===== src/sv/tspf_pkg.sv =====
`default_nettype none
// ----------------------------------------------------------------------------
// tspf_pkg
// Constants, types and the PID match function of the transport stream
// sync and PID filter.
// ----------------------------------------------------------------------------
package tspf_pkg;

    localparam int PACKET_BYTES  = 188;
    localparam int PID_ENTRIES   = 7;
    localparam int TARGET_CHAINS = 8;
    localparam int ENTRY_REGS    = 7;

    localparam int CNT_W   = $clog2(PACKET_BYTES + 1);
    localparam int ENTRY_W = 22;
    localparam int PID_W   = 13;
    localparam int MASK_W  = 8;
    localparam int IDX_W   = 3;

    localparam logic [CNT_W-1:0] FULL_COUNT = CNT_W'(PACKET_BYTES);
    localparam logic [CNT_W-1:0] LAST_PHASE = CNT_W'(PACKET_BYTES - 1);

    localparam logic [7:0]        SYNC_BYTE  = 8'h47;
    localparam logic [7:0]        PID_HI_BITS = 8'h1F;
    localparam logic [7:0]        TEI_BIT    = 8'h80;
    localparam logic [7:0]        SCRAM_BITS = 8'hC0;
    localparam logic [MASK_W-1:0] CHAIN_MASK = MASK_W'((1 << TARGET_CHAINS) - 1);

    localparam logic [IDX_W-1:0] REG_INPUT_MODE  = 3'd0;
    localparam logic [IDX_W-1:0] REG_PID_ENTRY_0 = 3'd1;

    localparam int ENABLE_BIT = 21;
    localparam int PID_LSB    = 8;

    typedef logic [ENTRY_W-1:0] entry_t;
    typedef entry_t entry_arr_t [ENTRY_REGS];

    typedef struct packed {
        logic [MASK_W-1:0] mask;
        logic              tei;
        logic              scram;
    } hdr_t;

    function automatic logic [MASK_W-1:0] union_mask(
        input entry_arr_t       entries,
        input logic             any_pid,
        input logic [PID_W-1:0] pid
    );
        logic [MASK_W-1:0] m;
        m = '0;
        for (int k = 0; k < PID_ENTRIES; k++) begin
            if (entries[k][ENABLE_BIT] &&
                (any_pid || entries[k][PID_LSB +: PID_W] == pid))
            begin
                m = m | entries[k][MASK_W-1:0];
            end
        end
        return m & CHAIN_MASK;
    endfunction

endpackage
`default_nettype wire


===== src/sv/ts_sync_pid_filter_core.sv =====
`default_nettype none
// ----------------------------------------------------------------------------
// ts_sync_pid_filter_core
// Byte-serial transport stream sync hunter and PID filter with raw bypass.
// ----------------------------------------------------------------------------
//  channel   direction  handshake           payload
//  in        sink       in_valid/in_stall   stream_byte
//  out       source     out_valid/out_stall out_byte, target_mask, packet_first,
//                                           packet_last, transport_error, scrambled
//  cfg       sink       cfg_valid/cfg_ready cfg_index, cfg_data
//
//  One word per cycle sustained while out_stall is low; in raw mode a word passes
//  from the input register straight to the output register, and in stream mode
//  the output register takes the word leaving the 188-byte shift line instead.
//  Reset clears control state; the shift line is refilled before it is read.
//  out_stall holds the output register; in_stall rises only when both the
//  input and output registers are full and the output is stalled.
// ----------------------------------------------------------------------------
module ts_sync_pid_filter_core
(
    input  wire logic                      clk,
    input  wire logic                      rst_n,

    input  wire logic                      in_valid,
    output      logic                      in_stall,
    input  wire logic [7:0]                stream_byte,

    output      logic                      out_valid,
    input  wire logic                      out_stall,
    output      logic [7:0]                out_byte,
    output      logic [7:0]                target_mask,
    output      logic                      packet_first,
    output      logic                      packet_last,
    output      logic                      transport_error,
    output      logic                      scrambled,

    input  wire logic                      cfg_valid,
    output      logic                      cfg_ready,
    input  wire logic [tspf_pkg::IDX_W-1:0] cfg_index,
    input  wire logic [tspf_pkg::ENTRY_W-1:0] cfg_data
);

    logic                       mode_reg;
    tspf_pkg::entry_arr_t       entry_reg;

    logic                       in_valid_reg;
    logic [7:0]                 byte_reg;

    logic [7:0]                 line_reg [tspf_pkg::PACKET_BYTES];
    logic [tspf_pkg::CNT_W-1:0] fill_reg, fill_next;
    logic [tspf_pkg::CNT_W-1:0] phase_reg, phase_next;
    logic                       locked_reg, locked_next;
    tspf_pkg::hdr_t             hdr_reg, hdr_next;

    logic                       out_valid_reg, out_valid_next;
    logic [7:0]                 out_byte_reg, out_byte_next;
    logic [7:0]                 mask_out_reg, mask_out_next;
    logic                       first_reg, first_next;
    logic                       last_reg, last_next;
    logic                       tei_reg, tei_next;
    logic                       scram_reg, scram_next;

    logic                       advance;
    logic                       shift_en;
    logic                       lock_eff;
    logic [tspf_pkg::CNT_W-1:0] phase_cur;
    logic [7:0]                 oldest;
    logic [tspf_pkg::PID_W-1:0] pid;
    tspf_pkg::hdr_t             hdr_eff;
    logic [7:0]                 raw_mask;

    assign advance   = in_valid_reg && (!out_valid_reg || !out_stall);
    assign in_stall  = in_valid_reg && out_valid_reg && out_stall;
    assign cfg_ready = 1'b1;

    // config
    always_ff @(posedge clk or negedge rst_n)
    begin
        if (!rst_n)
        begin
            mode_reg <= 1'b0;
            for (int k = 0; k < tspf_pkg::ENTRY_REGS; k++)
            begin
                entry_reg[k] <= '0;
            end
        end
        else if (cfg_valid && cfg_ready)
        begin
            if (cfg_index == tspf_pkg::REG_INPUT_MODE)
            begin
                mode_reg <= cfg_data[0];
            end
            else
            begin
                entry_reg[cfg_index - tspf_pkg::REG_PID_ENTRY_0] <= cfg_data;
            end
        end
    end

    // input register
    always_ff @(posedge clk or negedge rst_n)
    begin
        if (!rst_n)
        begin
            in_valid_reg <= 1'b0;
        end
        else if (!in_stall)
        begin
            in_valid_reg <= in_valid;
        end
    end

    always_ff @(posedge clk)
    begin
        if (in_valid && !in_stall)
        begin
            byte_reg <= stream_byte;
        end
    end

    // shift line: index 0 newest, last index oldest
    always_ff @(posedge clk)
    begin
        if (shift_en)
        begin
            line_reg[0] <= byte_reg;
            for (int i = 1; i < tspf_pkg::PACKET_BYTES; i++)
            begin
                line_reg[i] <= line_reg[i-1];
            end
        end
    end

    assign oldest   = line_reg[tspf_pkg::PACKET_BYTES-1];
    assign pid      = {line_reg[tspf_pkg::PACKET_BYTES-2][4:0] & tspf_pkg::PID_HI_BITS[4:0],
                       line_reg[tspf_pkg::PACKET_BYTES-3]};
    assign raw_mask = tspf_pkg::union_mask(entry_reg, 1'b1, '0);

    always_comb
    begin
        fill_next      = fill_reg;
        phase_next     = phase_reg;
        locked_next    = locked_reg;
        hdr_next       = hdr_reg;
        shift_en       = 1'b0;
        lock_eff       = locked_reg;
        phase_cur      = locked_reg ? phase_reg : '0;
        hdr_eff        = hdr_reg;
        out_valid_next = out_valid_reg && out_stall;
        out_byte_next  = out_byte_reg;
        mask_out_next  = mask_out_reg;
        first_next     = first_reg;
        last_next      = last_reg;
        tei_next       = tei_reg;
        scram_next     = scram_reg;

        if (advance)
        begin
            out_valid_next = 1'b0;
            if (!mode_reg)
            begin
                fill_next      = '0;
                locked_next    = 1'b0;
                phase_next     = '0;
                out_valid_next = (raw_mask != '0);
                out_byte_next  = byte_reg;
                mask_out_next  = raw_mask;
                first_next     = 1'b0;
                last_next      = 1'b0;
                tei_next       = 1'b0;
                scram_next     = 1'b0;
            end
            else if (fill_reg < tspf_pkg::FULL_COUNT)
            begin
                shift_en  = 1'b1;
                fill_next = fill_reg + tspf_pkg::CNT_W'(1);
            end
            else
            begin
                shift_en = 1'b1;
                if (!locked_reg)
                begin
                    lock_eff = (oldest == tspf_pkg::SYNC_BYTE) &&
                               (byte_reg == tspf_pkg::SYNC_BYTE);
                end
                else if (phase_reg == '0 && oldest != tspf_pkg::SYNC_BYTE)
                begin
                    lock_eff = 1'b0;
                end
                locked_next = lock_eff;

                if (lock_eff)
                begin
                    if (phase_cur == '0)
                    begin
                        hdr_eff.mask  = tspf_pkg::union_mask(entry_reg, 1'b0, pid);
                        hdr_eff.tei   = |(line_reg[tspf_pkg::PACKET_BYTES-2] &
                                          tspf_pkg::TEI_BIT);
                        hdr_eff.scram = |(line_reg[tspf_pkg::PACKET_BYTES-4] &
                                          tspf_pkg::SCRAM_BITS);
                    end
                    hdr_next       = hdr_eff;
                    out_valid_next = (hdr_eff.mask != '0);
                    out_byte_next  = oldest;
                    mask_out_next  = hdr_eff.mask;
                    first_next     = (phase_cur == '0);
                    last_next      = (phase_cur == tspf_pkg::LAST_PHASE);
                    tei_next       = hdr_eff.tei;
                    scram_next     = hdr_eff.scram;
                    phase_next     = (phase_cur == tspf_pkg::LAST_PHASE) ? '0 :
                                     phase_cur + tspf_pkg::CNT_W'(1);
                end
            end
        end
    end

    always_ff @(posedge clk or negedge rst_n)
    begin
        if (!rst_n)
        begin
            fill_reg      <= '0;
            phase_reg     <= '0;
            locked_reg    <= 1'b0;
            hdr_reg       <= '0;
            out_valid_reg <= 1'b0;
        end
        else
        begin
            fill_reg      <= fill_next;
            phase_reg     <= phase_next;
            locked_reg    <= locked_next;
            hdr_reg       <= hdr_next;
            out_valid_reg <= out_valid_next;
        end
    end

    always_ff @(posedge clk)
    begin
        out_byte_reg <= out_byte_next;
        mask_out_reg <= mask_out_next;
        first_reg    <= first_next;
        last_reg     <= last_next;
        tei_reg      <= tei_next;
        scram_reg    <= scram_next;
    end

    assign out_valid       = out_valid_reg;
    assign out_byte        = out_byte_reg;
    assign target_mask     = mask_out_reg;
    assign packet_first    = first_reg;
    assign packet_last     = last_reg;
    assign transport_error = tei_reg;
    assign scrambled       = scram_reg;

    a_mask_nonzero: assert property (@(posedge clk) disable iff (!rst_n)
        out_valid |-> target_mask != '0)
        else $error("word emitted with empty target mask");

    a_first_is_sync: assert property (@(posedge clk) disable iff (!rst_n)
        out_valid && packet_first |-> out_byte == tspf_pkg::SYNC_BYTE)
        else $error("packet start without sync byte");

    a_lock_needs_fill: assert property (@(posedge clk) disable iff (!rst_n)
        locked_reg |-> fill_reg == tspf_pkg::FULL_COUNT)
        else $error("locked with partly filled line");

    a_phase_needs_lock: assert property (@(posedge clk) disable iff (!rst_n)
        phase_reg != '0 |-> locked_reg)
        else $error("packet phase running while hunting");

    a_fill_bound: assert property (@(posedge clk) disable iff (!rst_n)
        fill_reg <= tspf_pkg::FULL_COUNT)
        else $error("fill count overrun");

endmodule
`default_nettype wire

===== config.mk =====
export PLATFORM = sky130hd
export DESIGN_NAME = ts_sync_pid_filter_core
export DESIGN_NICKNAME = d
export VERILOG_FILES = /design/src/sv/tspf_pkg.sv /design/src/sv/ts_sync_pid_filter_core.sv
export SDC_FILE = /design/constraint.sdc
export NUM_CORES = 1
export LEC_CHECK = 0
export ABC_AREA = 1
export BUFFER_PORTS_ARGS = -buffer_cell sky130_fd_sc_hd__buf_2
export CORE_ASPECT_RATIO = 2
export CORE_MARGIN = 10
export CORE_UTILIZATION = 25
export DETAILED_ROUTE_END_ITERATION = 7
export HOLD_SLACK_MARGIN = 0.05
export MAX_ROUTING_LAYER = met4
export SLEW_MARGIN = 20
export SYNTH_ARGS = -nofsm -noshare
export SYNTH_HDL_FRONTEND = slang
export SYNTH_SLANG_ARGS = --single-unit

===== constraint.sdc =====
create_clock -name clk -period 143.9 [get_ports clk]
set_input_delay 7.195 -clock clk [delete_from_list [all_inputs] [get_ports clk]]
set_output_delay 7.195 -clock clk [all_outputs]
set_load 0.1 [all_outputs]

==> reports/results.ini <==
[status]
outcome=complete, no violations

[sta]
maxSlewViolCount=0
hold_viol_final=0
min_period_ns=15.16
min_period_over_period=0.105
hold-worst-slack_ns=0.387
tightestPinTransition_ns=1.08
grt_setup_unrepaired=false
fin_worst_skew_ns=0.0392
tns_ns=0
relSlewSlack=0.283
setup_viol=0
fmax_ghz=0.0660
layout_setup_ws_ns=128.74

[die]
row_count=245
die_h_um=690
io_pins=61
die-area_um2=245000
die_w_um=355
coreArea_um2=223000
start_util=0.251

[power_and_ir_drop]
p_leak_nw=22.2
powerDensity_nw_per_um2=17.2
ir_drop_v=0.0000120

[cts]
root_buffer=clkbuf_16
ctsLongestPathBuffers=3
cts_buffers=160
clk_latency_ns=0.77
cts_sinks=1716
cts.clk_slew.worst_paths_ns=0.06
cts-hold-fix-buffers=0
ctsResizeCount=0
cts_tree=done
htree_levels=4
post-cts-setup-buffers=0

[setup_path]
crit_type=in -> out
critPathMostFrequentCell=buf_2
critPathLaunchType=input pin
reg2reg_depth=7
path_cells=buf_2 > nand2_1 > nor2_1 > buf_2
arrival_ns=7.96
crit_required_ns=136.71
worst-path-stages=4
path_delay_family=buffers and inverters
path_max_fanout=2
end_kind=output pin
crit_buf_inv=2
slowest_stage=buf_2
slowest_delay_ns=0.45

[place]
globalplace.congestion=0.866
postPlaceCellArea_um2=60000
dp_hpwl_um=50800
io_buffers=59
dp_cells=5940
place_ws_ns=128.73

[drt]
route.vias.total=24300
drtAntennaViolNets=0
drc=0
detail_route.first_pass.iterations=8
drt-total-wl_um=91500
vias_per_cell=3.89
drt_iter0_markers=2500
wl_per_cell_um=14.7

[finish]
largest_reg_flops=1504
final_net_count=3183
drive_above_1_share=0.113
layout.cell_area.non_filler_um2=65200
final_cells=6237
area_growth_pct=16.3
nFillCells=21800

[global_route]
grt_pass1_wl_um=143000
antenna_found_initial=6
overflow=0
grt_usage=0.0759
grt_max_degree=214
grt_pass1_vias=24200

[logic_synthesis]
async_reset_ff_frac=0.107
synth_cell_types=41
ys_seq_area_frac=0.903
ys_seq_elements=1716
yosysWarnings=0
syn_nets=2988
synthFlopType=edfxtp_1
synth_area_um2=56000
syn_area_per_cell_um2=19.0
syn_inst=2945
synth-edff-count=1532

[worst_hold_path]
holdPathStages=0
worstHoldPathType=reg -> reg

[run]
cap_viol_max_count=0

[worst paths after layout]
path	start	to	slack, ns
setup / recovery	out_stall	in_stall	128.74
hold / removal	line_reg[4][209]$_DFFE_PP_	line_reg[4][217]$_DFFE_PP_	0.39
setup reg to reg	mode_reg$_DFFE_PN0P_	line_reg[3][81]$_DFFE_PP_	136.78
hold reg to reg	line_reg[4][209]$_DFFE_PP_	line_reg[4][217]$_DFFE_PP_	0.39
max in group asynchronous	rst_n	fill_reg[3]$_DFFE_PN0P_	135.89
min in group asynchronous	rst_n	entry_reg[86]$_DFFE_PN0P_	6.61
[stage by stage]
step	utilization	total power [mW]
3_3_place_gp	0.269	0.721
5_1_grt	0.292	1.17
6_report	0.292	1.12
3_5_place_dp	0.269	0.724
4_1_cts	0.292	1.14
2_1_floorplan	-	0.823
[layer usage]
layer  wire length, um  global-route usage  vias up
met5                 0                   -        -
met4              4730              0.0437        0
met3              4680              0.0165      248
met2             39900               0.107      652
met1             42100               0.100    12200
li1                  -                   -    11100
[worst register-to-register path, delay by kind of cell, from the launching register on]
kind	cells	cell delay [ns]
buffers and inverters	6	5.07
flip-flops	1	0.70
AND/OR/NAND/NOR	1	0.91
[layout by cell type, fill, tap and decap left out, types with 5 or more instances in the layout]
cell type | synthesis | final
nand3_1 | 69 | 69
o21ai_1 | 5 | 5
inv_16 | 0 | 5
inv_1 | 139 | 139
nor2_1 | 91 | 90
clkinv_1 | 0 | 21
clkinv_4 | 0 | 8
nand4_1 | 11 | 11
dfrtp_1 | 184 | 184
inv_2 | 12 | 12
o21ai_0 | 206 | 206
edfxtp_1 | 1532 | 1532
clkbuf_8 | 0 | 9
buf_4 | 7 | 19
or2_2 | 13 | 13
clkbuf_16 | 0 | 160
bufinv_16 | 0 | 7
clkinv_2 | 0 | 26
clkbuf_1 | 38 | 42
buf_2 | 4 | 58
nor2_4 | 11 | 12
a221oi_1 | 6 | 6
a21oi_1 | 6 | 6
nand2_1 | 552 | 547
nand2_2 | 8 | 13
ha_1 | 5 | 5
[synth_stat cells (2+ instances only)]
cell | number | area, um2
o22ai_1 | 4 | 25.0
a21oi_1 | 6 | 30.0
edfxtp_1 | 1532 | 46000
clkbuf_1 | 38 | 143
or2_0 | 3 | 18.8
inv_2 | 12 | 45.0
nand3_1 | 69 | 345
buf_4 | 7 | 52.6
or2_2 | 13 | 81.3
or2_1 | 4 | 25.0
buf_2 | 4 | 20.0
a22o_1 | 3 | 26.3
nand2_2 | 8 | 50.1
a221oi_1 | 6 | 52.6
nand3_2 | 2 | 20.0
nand2_1 | 552 | 2070
nand4_1 | 11 | 68.8
ha_1 | 5 | 62.6
o21ai_1 | 5 | 25.0
nor3_1 | 4 | 20.0
dfrtp_1 | 184 | 4600
nor2_1 | 91 | 342
o21ai_0 | 206 | 1030
o211ai_1 | 3 | 22.5
nor2_2 | 4 | 25.0
xor2_1 | 2 | 17.5
and2_1 | 3 | 18.8
nor2_4 | 11 | 124
buf_6 | 2 | 22.5
a211oi_1 | 2 | 15.0
inv_1 | 139 | 522
[power by group]
group	internal [mW]	leakage (nW)	switching [mW]	total, mW
Clock	0.225	2.48	0.180	0.406
Combinational	0.0157	3.29	0.0577	0.0734
Sequential	0.615	16.4	0.0255	0.641
Total	0.856	22.2	0.264	1.12
[final cells by class]
class	instances	area, um2	area share
Sequential cell	1716	50600	0.777
Antenna cell	3	7.51	0.000115
Timing Repair Buffer	84	556	0.00852
Tap cell	2964	3710	0.0569
Clock buffer	210	4270	0.0655
Clock inverter	82	812	0.0125
Inverter	151	567	0.00870
Multi-Input combinational cell	1027	4640	0.0713
[kinds of logic (layout without fill, tap and decap cells)]
| kind of cell | after synthesis | count (layout) | synth area share |
|---|---|---|---|
| compound gates | 240 | 240 | 0.0227 |
| xor+xnor | 3 | 3 | 0.000469 |
| fa+ha+maj | 5 | 5 | 0.00112 |
| buf+inv | 202 | 527 | 0.0144 |
| flops | 1716 | 1716 | 0.903 |
| mux | 1 | 1 | 0.000179 |
| other cells | 1 | 4 | 0.0000669 |
| simple gates | 777 | 777 | 0.0578 |
Power figures use the tool's default switching activity.
